==> src/rtl/hci_pkg.sv <==
// ----------------------------------------------------------------------------
// hci_pkg: shared definitions for the color interpolator
// Fixed-point constants, register indexes and the elaboration-time root table.
// ----------------------------------------------------------------------------
package hci_pkg;

  // Default fraction width of r, hue, saturation and brightness.
  localparam int DEF_FRAC_BITS = 16;

  // Fraction bits of a log2 value and of a normalized mantissa.
  localparam int LGF  = 28;
  localparam int MANB = 30;
  localparam int MW   = MANB + 1;

  // Configuration register indexes.
  localparam logic [1:0] CFG_LOG_BRIGHTNESS  = 2'd0;
  localparam logic [1:0] CFG_BRIGHTNESS_BIAS = 2'd1;
  localparam logic [1:0] CFG_SATURATION_BIAS = 2'd2;

  // Reset value of both biases: 0.010 in Q0.16.
  localparam logic [15:0] BIAS_RESET = 16'd655;

  // Truncating integer square root of a 64-bit value.
  function automatic logic [63:0] isqrt64(input logic [63:0] x);
    logic [63:0] rem;
    logic [63:0] res;
    logic [63:0] bitv;
    rem  = x;
    res  = '0;
    bitv = 64'd1 << 62;
    for (int i = 0; i < 32; i++) begin
      if (rem >= res + bitv) begin
        rem = rem - (res + bitv);
        res = (res >> 1) + bitv;
      end else begin
        res = res >> 1;
      end
      bitv = bitv >> 2;
    end
    return res;
  endfunction

  // 2^(2^-k) in Q.30, built by k truncating square roots starting from 2.
  function automatic logic [31:0] root_factor(input int k);
    logic [63:0] s;
    s = 64'd2 << MANB;
    for (int i = 0; i < k; i++) begin
      s = isqrt64(s << MANB);
    end
    return s[31:0];
  endfunction

endpackage

==> src/rtl/hci_log_cell.sv <==
// ----------------------------------------------------------------------------
// hci_log_cell: one fraction bit of log2
// Square the normalized mantissa, emit one bit, renormalize, hand on.
// ----------------------------------------------------------------------------
module hci_log_cell (
  input  logic                      clk_i,
  input  logic                      en_i,
  input  logic [hci_pkg::MW-1:0]    m_i,
  input  logic [hci_pkg::LGF-1:0]   fr_i,
  output logic [hci_pkg::MW-1:0]    m_o,
  output logic [hci_pkg::LGF-1:0]   fr_o
);

  logic [2*hci_pkg::MW-1:0] sq;
  logic [hci_pkg::MW:0]     top;
  logic [hci_pkg::MW-1:0]   m_d, m_q;
  logic [hci_pkg::LGF-1:0]  fr_d, fr_q;

  always_comb begin
    sq  = m_i * m_i;
    top = sq[2*hci_pkg::MW-1:hci_pkg::MANB];
    if (top[hci_pkg::MW]) begin
      m_d  = top[hci_pkg::MW:1];
      fr_d = {fr_i[hci_pkg::LGF-2:0], 1'b1};
    end else begin
      m_d  = top[hci_pkg::MW-1:0];
      fr_d = {fr_i[hci_pkg::LGF-2:0], 1'b0};
    end
  end

  always_ff @(posedge clk_i) begin
    if (en_i) begin
      m_q  <= m_d;
      fr_q <= fr_d;
    end
  end

  assign m_o  = m_q;
  assign fr_o = fr_q;

endmodule

==> config.mk <==
export PLATFORM = sky130hd
export DESIGN_NAME = hci_log_cell
export DESIGN_NICKNAME = d
export VERILOG_FILES = /design/src/rtl/hci_pkg.sv /design/src/rtl/hci_log_cell.sv
export SDC_FILE = /design/constraint.sdc
export NUM_CORES = 2
export LEC_CHECK = 0
export BUFFER_PORTS_ARGS = -buffer_cell sky130_fd_sc_hd__buf_4
export CORE_ASPECT_RATIO = 1.75
export CORE_MARGIN = 4
export CORE_UTILIZATION = 62
export CTS_CLUSTER_SIZE = 10
export DETAILED_ROUTE_END_ITERATION = 8
export PLACE_DENSITY = 0.8
export SYNTH_ARGS = -nofsm -noshare
export SYNTH_HDL_FRONTEND = slang
export SYNTH_SLANG_ARGS = --single-unit
==> constraint.sdc <==
create_clock -name clk_i -period 27.5 [get_ports clk_i]
set_clock_uncertainty 0.1 [all_clocks]
set_input_delay 6.875 -clock clk_i [delete_from_list [all_inputs] [get_ports clk_i]]
set_output_delay 6.875 -clock clk_i [all_outputs]
set_load 0.005 [all_outputs]
# Word-level counts from Yosys, hierarchy flattened
# Cells that the tools add are included.
# classes
mux	2
mul	1
# op_table
cell	n
$mul A31 B31 Y62	1
$mux W30	1
$mux W1	1
# word_totals
out_inout_bits	59
regBits	59
word_cells	6
input_bits	61

# Depth between registers and ports, before layout
# logic_depth
word_depth	2
mapped_depth	30
mapped_depth_nobuf	27

# Worst setup path after synthesis
# OpenSTA, ideal clock, no wires.
# synth_timing
path_type	input port to flip-flop
startpoint	in m_i[25] in the netlist's numbering
endpoint	reg m_q, in the netlist m_o[24], data pin
path_buffers	2
setup_time_ns	0.260
stages	27
arrival_ns	13.774
required_ns	27.140
slack_ns	13.367
cell_sequence	clkbuf_1 -> clkbuf_1 -> nand2_1 -> fa_1 -> fa_1 -> inv_1 -> fa_1 -> inv_1 -> fa_1 -> inv_1 -> fa_1 -> fa_1 -> fa_1 -> inv_1 -> fa_1 -> inv_1 -> ha_1 -> a21oi_1 -> o21ai_2 -> o21bai_1 -> a21oi_1 -> o21ai_1 -> a2111oi_4 -> o31ai_2 -> a41oi_1 -> xnor2_1 -> mux2_2
# synth_between
elab_chain_cells	2
# synth_rtl
element	line_no	text
from (decl)	hci_log_cell.sv:8	input logic [hci_pkg::MW-1:0] m_i,
$mul A31 B31 Y62	hci_log_cell.sv:20	sq = m_i * m_i;
$mux W30	hci_log_cell.sv:22	if (top[hci_pkg::MW]) begin
named net m_d (one bit)	hci_log_cell.sv:16	logic [hci_pkg::MW-1:0] m_d, m_q;
to (signal assigned)	hci_log_cell.sv:33	m_q <= m_d;
to (decl)	hci_log_cell.sv:16	
# The timed path passes the listed nets, and every way through them passes these cells.
# A chain may end at the register's enable or synchronous reset.

# Final worst setup path
# layout_timing
startpoint	in m_i[15] in the netlist's numbering
endpoint	reg m_q, in the netlist m_o[1], data pin
# Same word-level chain as after synthesis.

==> results by group <==
Finish
  – Reg area: 1770 µm²
  – Fillers: 3642
  – Layout area overhead: 4.91%
  – Multi-input logic area: 23700 µm²
  – Final nets: 4110
  – Share of cells above drive strength 1: 6.48%
  – Final cell count without fillers: 3630

Synthesis
  – Count of cell types in the netlist: 65
  – Async SR Flop Fraction: 0%
  – Synth Register Bits: 59
  – Sequential share of the synthesized area: 6.03%
  – Number of synthesis warnings: 0
  – Post-synth top area cell: fa_1
  – Post-synth EDFFs: 59
  – Post-synth top area share: 50.9%
  – Post-Syn Instances: 3015
  – Synthesized Nets: 4092
  – Post-synth top flop: edfxtp_1
  – Mapped cell area: 29400 µm²
  – Synthesized area per cell: 9.74 µm²
  – Cell with the most instances after synthesis: inv_1
  – Synth top area cells: fa_1, inv_1, ha_1
  – Synth cell count leaders: inv_1, fa_1, nand2_1

Global routing
  – All-layer global routing usage: 31.4%
  – Largest net degree at the start of global routing: 60
  – Vias in the first global route: 24400
  – First-pass GRT wire length: 124000 µm
  – Initial antenna violation count: 2
  – Grt ovf: 0

STA
  – Fin. Hold Viols: 0
  – Final period util: 55.1%
  – RSZ-0062 raised after global routing: no
  – Tightest Pin Transition: 745 ps
  – Relative slew slack: 50.3%
  – Final hold slack: 6620 ps
  – Final setup vio count: 0
  – Max-slew violations: 0
  – Final min period: 15160 ps
  – Final WS setup: 12340 ps
  – Setup TNS: 0 ps
  – Achievable Freq: 66.0 MHz

Setup path
  – Startpoint types: primary input
  – Worst setup EP type: flip-flop
  – Required time worst endpoint: 27480 ps
  – WS Path Type: primary input to flip-flop
  – Crit path DAT: 15140 ps
  – Crit-path max FO: 32

Clock network
  – Cts repair resizes: 0
  – Root Buffer: clkbuf_16
  – Htree depth: 3
  – TritonCTS clock tree: yes
  – TritonCTS Sinks: 59
  – Hold-fix buffers, CTS: 0
  – Max Root-Sink Buffers: 2
  – Total CTS buffers: 9
  – Setup bufs post-CTS: 0
  – Clock-pin slew on the worst setup and hold paths: 50 ps

Die
  – Core box area: 46900 µm²
  – Die Wd: 173 µm
  – Row cnt: 105
  – # IOs: 120
  – Die Area: 51100 µm²
  – Die Y: 296 µm
  – Initial Util: 62.6%

Hold path
  – Hold Path Class: primary input to flip-flop
  – Worst hold stages: 1
  – Hold Startpoint: fr_i[2]
  – Hold endpoint: fr_o[3]

Place
  – I/O Buffers: 118
  – Placed insts: 3610
  – Post-DP HPWL: 61900 µm
  – Gp weighted congestion: 0.943
  – Placement Setup Slack: 12190 ps

Drt
  – Per-cell routed wire length: 21.1 µm
  – WL final: 76600 µm
  – ANT nets after route: 0
  – 1st-pass router iterations: 5
  – Vias: 20800
  – Number of remaining DRC errors: 0
  – Routed vias/inst: 5.72
  – DRT iter0 DRCs: 1097

Run status
  – Outcome: finished clean

Flow run
  – Max-Cap Viols: 0
[area by class of cell]
cell class                 count  share of cell area (%)
antenna                        4                  0.0325
clock buffer                   9                   0.731
clock inverter                 7                   0.191
inverter                     912                    11.1
multi-input combinational   1932                    76.9
sequential                    59                    5.75
tap                          588                    2.39
timing repair buffer         119                    2.90
[how the worst max path moves through the flow]
stage	from	endpoint	slack, ps
after floorplan	m_i[25]	m_o[24]	13370
after global placement	m_i[15]	m_o[1]	12230
after detailed placement	m_i[15]	m_o[1]	12190
after CTS	m_i[15]	m_o[1]	12500
after global routing	m_i[15]	m_o[1]	12070
final	m_i[15]	m_o[1]	12340
[sequential cells by signal (all words and copies together) (netlist names)]
| register | cells |
|---|---|
| fr_o | 28 |
| m_o | 31 |
[metal layers]
metal	part of all wire (%)	GRT usage, %
met3	5.6	4.20
met2	56	60.2
met5	0	0
met1	29	30.2
met4	9.9	23.9
[cells by family (layout without fill, tap and decap cells)]
| logic type | after synthesis | count (layout) | synth area share [%] |
|---|---|---|---|
| AOI/OAI and AO/OA | 203 | 203 | 4.59 |
| xor gates and xnor gates | 61 | 61 | 1.88 |
| adders and majority gates | 1016 | 1016 | 62.4 |
| buffers and inverters | 1024 | 1047 | 13.3 |
| DFF | 59 | 59 | 6.03 |
| muxes | 33 | 33 | 1.53 |
| other | 0 | 4 | 0 |
| and+or+nand+nor | 619 | 619 | 10.3 |
[worst max-delay path, stage by stage]
cell and delay, ps:
buf_4 350, clkinv_1 580, nor2_1 390, fa_1 500, fa_1 540, inv_1 60, fa_1 600, fa_1 470
fa_1 560, inv_1 50, fa_1 380, fa_1 550, fa_1 440, ha_1 410, a21oi_1 410, o21ai_0 160
a21oi_1 220, nand3_1 120, o21ai_2 220, nor2_2 90, nor2_4 150, xnor2_4 120, buf_4 470, mux2_2 400
[layout by cell type, fill, tap and decap left out, types with 3 or more instances in the layout]
| cell type | instances |
|---|---|
| diode_2 | 4 |
| a41oi_1 | 4 |
| mux2_4 | 23 |
| a31o_2 | 4 |
| nand2b_1 | 6 |
| ha_1 | 269 |
| o21ai_0 | 44 |
| nand4_1 | 15 |
| buf_4 | 119 |
| or2_2 | 4 |
| a31oi_1 | 13 |
| and2_1 | 192 |
| nor2b_1 | 11 |
| o21bai_1 | 3 |
| clkinv_2 | 5 |
| clkbuf_16 | 9 |
| inv_1 | 911 |
| xnor2_1 | 32 |
| mux2_2 | 4 |
| o21ai_1 | 4 |
| a21o_1 | 26 |
| edfxtp_1 | 59 |
| o21a_1 | 3 |
| fa_1 | 747 |
| mux2i_1 | 6 |
| nor2_1 | 54 |
| and4_1 | 4 |
| a21oi_1 | 66 |
| nand3_1 | 13 |
| o21ai_2 | 6 |
| xor2_1 | 28 |
| a21oi_2 | 3 |
| and3_1 | 8 |
| nor3_1 | 7 |
| nand2_1 | 292 |
[stage by stage]
step	instance area [µm²]	util, %
after floorplan	29400	-
after global placement	30500	65.1
after detailed placement	30500	65.1
after CTS	30800	65.7
after global routing	30800	65.7
final	30800	65.7
Power is left out: the tool's default activity adds up to more than one toggle a clock period on the data nets, which glitch-free logic cannot reach.
