**src/rtl/hci_pkg.sv**
```systemverilog
// ----------------------------------------------------------------------------
// hci_pkg: shared definitions for the color interpolator
// Fixed-point constants, register indexes and the elaboration-time root table.
// ----------------------------------------------------------------------------
package hci_pkg;

  // Default fraction width of r, hue, saturation and brightness.
  localparam int DEF_FRAC_BITS = 16;

  // Fraction bits of a log2 value and of a normalized mantissa.
  localparam int LGF  = 28;
  localparam int MANB = 30;
  localparam int MW   = MANB + 1;

  // Configuration register indexes.
  localparam logic [1:0] CFG_LOG_BRIGHTNESS  = 2'd0;
  localparam logic [1:0] CFG_BRIGHTNESS_BIAS = 2'd1;
  localparam logic [1:0] CFG_SATURATION_BIAS = 2'd2;

  // Reset value of both biases: 0.010 in Q0.16.
  localparam logic [15:0] BIAS_RESET = 16'd655;

  // Truncating integer square root of a 64-bit value.
  function automatic logic [63:0] isqrt64(input logic [63:0] x);
    logic [63:0] rem;
    logic [63:0] res;
    logic [63:0] bitv;
    rem  = x;
    res  = '0;
    bitv = 64'd1 << 62;
    for (int i = 0; i < 32; i++) begin
      if (rem >= res + bitv) begin
        rem = rem - (res + bitv);
        res = (res >> 1) + bitv;
      end else begin
        res = res >> 1;
      end
      bitv = bitv >> 2;
    end
    return res;
  endfunction

  // 2^(2^-k) in Q.30, built by k truncating square roots starting from 2.
  function automatic logic [31:0] root_factor(input int k);
    logic [63:0] s;
    s = 64'd2 << MANB;
    for (int i = 0; i < k; i++) begin
      s = isqrt64(s << MANB);
    end
    return s[31:0];
  endfunction

endpackage

```
**src/rtl/hci_exp_cell.sv**
```systemverilog
// ----------------------------------------------------------------------------
// hci_exp_cell: one fraction bit of exp2
// Multiply the mantissa by 2^(2^-K) when fraction bit K is set, hand on.
// ----------------------------------------------------------------------------
module hci_exp_cell #(
  parameter int K = 1
) (
  input  logic                      clk_i,
  input  logic                      en_i,
  input  logic [hci_pkg::MW-1:0]    pm_i,
  input  logic [hci_pkg::LGF-1:0]   f_i,
  output logic [hci_pkg::MW-1:0]    pm_o,
  output logic [hci_pkg::LGF-1:0]   f_o
);

  localparam logic [31:0] FACTOR = hci_pkg::root_factor(K);

  logic [hci_pkg::MW+31:0]  prod;
  logic [hci_pkg::MW-1:0]   pm_d, pm_q;
  logic [hci_pkg::LGF-1:0]  f_q;

  always_comb begin
    prod = pm_i * FACTOR;
    if (f_i[hci_pkg::LGF-K]) begin
      pm_d = prod[hci_pkg::MANB+hci_pkg::MW-1:hci_pkg::MANB];
    end else begin
      pm_d = pm_i;
    end
  end

  always_ff @(posedge clk_i) begin
    if (en_i) begin
      pm_q <= pm_d;
      f_q  <= f_i;
    end
  end

  assign pm_o = pm_q;
  assign f_o  = f_q;

endmodule

```
**config.mk**
```make
export PLATFORM = sky130hd
export DESIGN_NAME = hci_exp_cell
export DESIGN_NICKNAME = d
export VERILOG_FILES = /design/src/rtl/hci_pkg.sv /design/src/rtl/hci_exp_cell.sv
export SDC_FILE = /design/constraint.sdc
export NUM_CORES = 1
export LEC_CHECK = 0
export ABC_AREA = 1
export BUFFER_PORTS_ARGS = -buffer_cell sky130_fd_sc_hd__buf_2
export CAP_MARGIN = 20
export CORE_MARGIN = 2
export CORE_UTILIZATION = 52
export CTS_CLUSTER_DIAMETER = 100
export DETAILED_ROUTE_END_ITERATION = 8
export PLACE_DENSITY = 0.7
export RECOVER_POWER = 50
export SYNTH_ARGS = -nofsm -noshare
export SYNTH_HDL_FRONTEND = slang
export SYNTH_SLANG_ARGS = --single-unit
```
**constraint.sdc**
```tcl
create_clock -name clk_i -period 18.65 [get_ports clk_i]
set_input_delay 0.9325 -clock clk_i [delete_from_list [all_inputs] [get_ports clk_i]]
set_output_delay 0.9325 -clock clk_i [all_outputs]
set_load 0.02 [all_outputs]
```
Yosys cells after proc, flatten, opt, wreduce, memory -nomap -nowiden

Cells that the tools add are included.
Widths: inputs -> output; s select.

Bits of input ports: 61
Flip-flop bits (word level): 59
Word-level logic and storage cells: 4
Output and inout bits: 59

Multiply operators: 1
Multiplexer cells: 1

Operator list:

| operator               | number |
|---|---|
| $mul 31x31->61 const B | 1 |
| $mux 31                | 1 |

Depth between registers and ports, before layout

Word-level depth: 2
Depth in mapped cells: 28

Worst setup path before layout

OpenSTA, ideal clock, no wires.

Path kind: in2reg
Start point: input port pm_i[18] (netlist name)
End point: register pm_q (netlist bit pm_o[17]), data pin
Path slack: 12,171 ps
Library setup time: 254 ps
Data required time: 18,396 ps
Path buffers: 0
Data arrival time: 6,226 ps
Stages: 26
Cells stage by stage: ha_1 fa_1 inv_1 fa_1 inv_1 fa_1 inv_1 fa_1 inv_1 fa_1 fa_1 inv_1 fa_1 inv_1 ha_1 nand2_2 nor2_1 inv_1 nor2_2 inv_1 nor4_2 nand2_1 nand3_1 nand2_1 nand3_1 nand2_1

Longest elaborated chain between the ends: 2

Ends and longest elaborated chain:

| what                 | RTL line           | source |
|---|---|---|
| from (decl)          | hci_exp_cell.sv:10 | `input logic [hci_pkg::MW-1:0] pm_i,` |
| $mul 31x31->61       | hci_exp_cell.sv:23 | `prod = pm_i * FACTOR;` |
| $mux 31              | hci_exp_cell.sv:24 | `if (f_i[hci_pkg::LGF-K]) begin` |
| via pm_d (one bit)   | hci_exp_cell.sv:19 | `logic [hci_pkg::MW-1:0] pm_d, pm_q;` |
| to (signal assigned) | hci_exp_cell.sv:33 | `pm_q <= pm_d;` |
| to (decl)            | hci_exp_cell.sv:19 |  |

The timed path passes the listed nets, and every way through them passes these cells.
A chain may end at the register's enable or synchronous reset.

Final worst setup path

Start point: input port pm_i[19] (netlist name)
End point: register pm_q (netlist bit pm_o[19]), data pin

Longest elaborated chain between the ends: 2

Ends and longest elaborated chain:

| what               | RTL line |
|---|---|
| $mul 31x31->61     | hci_exp_cell.sv:23 |
| $mux 31 *          | hci_exp_cell.sv:24 |
| via pm_d (one bit) | hci_exp_cell.sv:19 |

The timed path passes the listed nets; every way through them passes the cells marked *.

==> results.toml <==
[outcome]
run_status = "complete, but fails checks"
violations = "capacitance limit, slew limit"

[sta]
total_count_of_max_transition_violations_in_the_final_report = 91
finalCriticalPeriod_ns = 7.476
finalHoldViolCount = 0
timing_worst_slew_pin_value_ns = 3.229
final_critical_path_setup_slack_ns = 11.17
setup-tns-final_ns = 0
min_period_over_period_pct = 40.09
fmaxAchievable_mhz = 133.8
slew_headroom_pct = -115.2
holdWs_ns = 0.7786
setup-violations-final = 0
grt_setup_unrepaired = "no"

[clocking]
clk_root_buffer_cell = "sky130_fd_sc_hd__clkbuf_16"
tritoncts_buffer_count = 9
max-clock-path-buffers = 2
path_clk_slew_ns = 0.05
cts_repair_resize_count = 0
cts.repair_timing.setup_buffer_count = 0
tritoncts = "done"
post_cts_hold_buffer_count = 0
numClockSinks = 59
htreeDepth = 3

[critical_path]
worstPathArrival_ns = 7.53
critPathMaxStageDelay_ns = 0.56
cp-end-kind = "register"
worst-path-max-fanout = 10
critical_path.slowest_cell = "sky130_fd_sc_hd__fa_1"
worstPathRequired_ns = 18.71
start_kind = "input port"
classification_of_the_worst_setup_path = "input port to register"

[routing]
post_drt_via_cell_ratio = 5.115
wl_met1_um = 25300
detailedRoute.firstPassIterationCount = 6
met2_wirelength_um = 26110
topRoutingLayerUsed = "met4"
route.vias.total = 15260
wire_per_inst_um = 18.65
met3_length_um = 2787
drt_first_iter_violations = 908
detail_route.wirelength_um = 55650
remaining_drc_errors = 0
post_route_ant_nets = 0

[floorplan]
dieArea_um2 = 40100
io_pins = 120
floorplan.core_area_um2 = 37840
row_count = 71
floorplan.initialDensity_pct = 52.93
die_w_um = 200.3
floorplan.die.height_um = 200.3

[synthesis]
synth-main-ff-cell = "sky130_fd_sc_hd__edfxtp_1"
netlist-cell-type-count = 33
synth_edf_count = 59
postSynthRegisterBits = 59
postSynthAreaPerCell_um2 = 8.552
yosysWarningCount = 0
synth.area.top_cells = "sky130_fd_sc_hd__fa_1 (33%), sky130_fd_sc_hd__ha_1 (26%), sky130_fd_sc_hd__inv_1 (14%)"
async_flop_share_pct = 0
synthesis.instances = 2342
synth_largest_type_area_fraction_pct = 32.98
syn_nets = 3146
library_cell_with_the_largest_summed_area_after_synthesis = "sky130_fd_sc_hd__fa_1"
post_syn_area_um2 = 20030
synth-seq-area-share_pct = 8.846

[finish]
fill_cells = 3537
layout.nets = 3272
synthToLayoutAreaGrowth_pct = 7.796
n_antenna_cell = 0
final_layout_size_suffix_gt1_share_pct = 7.319

[global_route]
number_of_antenna_violations_at_the_first_check_in_global_routing = 0
gr-total-overflow = 0
grt_max_degree = 60
vias_in_the_first_global_route = 16620
grt_first_pass_wirelength_um = 90010
grt_use_total_pct = 29.07

[placement]
port_buffer_cells = 119
place_ws_ns = 10.89
globalplace.congestion = 0.9785
hpwl_um = 47980

[worst_hold_path]
holdPathStages = 1
min_path_type = "input port to register"

[run]
timing.max_cap.violations = 2
[Yosys cell counts, drive strengths merged, types with 12 or more instances]
library cell,number
nand4,14
xor2,21
nand3,69
nand2,422
fa,330
a21oi,74
edfxtp,59
inv,735
ha,413
a21o,12
o21ai,45
nor2,98
[per-stage QoR]
stage | instances | area, um2 | util (%)
2_1_floorplan | 2342 | 20030 | -
3_3_place_gp | 2968 | 21260 | 56.17
3_5_place_dp | 2968 | 21260 | 56.17
4_1_cts | 2984 | 21600 | 57.07
5_1_grt | 2984 | 21590 | 57.05
6_report | 2984 | 21590 | 57.05
[registers in the layout, summed over array words and instances, names as in the netlist]
| register | cells |
|---|---|
| f_o | 28 |
| pm_o | 31 |
[final cells by class]
type / count / area [um2] / area share [%]
Timing Repair Buffer: 121 / 604.3 / 2.799
Multi-Input combinational cell: 1542 / 15470 / 71.67
Inverter: 735 / 2759 / 12.78
Tap cell: 511 / 639.4 / 2.961
Clock inverter: 7 / 116.4 / 0.5389
Clock buffer: 9 / 225.2 / 1.043
Sequential cell: 59 / 1772 / 8.206
[kinds of logic (layout without fill, tap and decap cells)]
logic type | count (synthesis) | after routing | synth area share [%]
AO/OA/AOI/OAI | 140 | 140 | 3.754
XOR/XNOR | 29 | 29 | 1.268
adder cells (fa/ha/maj) | 743 | 743 | 58.78
buffers and inverters | 741 | 872 | 13.89
flip-flops | 59 | 59 | 8.846
AND/OR/NAND/NOR | 630 | 630 | 13.46
[layer usage]
layer | up-vias | track usage, %
li1 | 7307 | -
met3 | 70 | 2.620
met2 | 432 | 49.55
met1 | 7453 | 40.07
met4 | 0 | 7.354
met5 | - | 0
[cell usage in the layout, fill, tap and decap left out, types with 4 or more instances in the layout]
master	n
sky130_fd_sc_hd__inv_1	725
sky130_fd_sc_hd__nand2_1	413
sky130_fd_sc_hd__ha_1	413
sky130_fd_sc_hd__fa_1	330
sky130_fd_sc_hd__buf_2	117
sky130_fd_sc_hd__nor2_1	78
sky130_fd_sc_hd__a21oi_1	74
sky130_fd_sc_hd__nand3_1	69
sky130_fd_sc_hd__edfxtp_1	59
sky130_fd_sc_hd__o21ai_0	39
sky130_fd_sc_hd__xor2_1	21
sky130_fd_sc_hd__nor2_2	18
sky130_fd_sc_hd__nand4_1	14
sky130_fd_sc_hd__a21o_1	12
sky130_fd_sc_hd__inv_2	10
sky130_fd_sc_hd__nand2_2	9
sky130_fd_sc_hd__nand3b_1	9
sky130_fd_sc_hd__clkbuf_16	9
sky130_fd_sc_hd__xnor2_1	8
sky130_fd_sc_hd__o21bai_1	7
sky130_fd_sc_hd__o21ai_1	6
sky130_fd_sc_hd__nor3_1	5
sky130_fd_sc_hd__nor3_2	4
[worst max-delay path: cells and delay by family]
family / cells / cell delay [ns]
adders and majority gates: 9 / 4.43
and+or+nand+nor: 9 / 1.11
AOI/OAI and AO/OA: 1 / 0.20
buffers and inverters: 8 / 0.86
[path summary, 6_finish.rpt]
path	end	slack (ns)	from
worst min-delay path	f_o[19]$_DFFE_PP_	0.78	f_i[19]
worst max-delay path	pm_o[19]$_DFFE_PP_	11.17	pm_i[19]
Power is not shown: default switching activity piles up to over one toggle a cycle in this logic, so the estimate is an artifact.
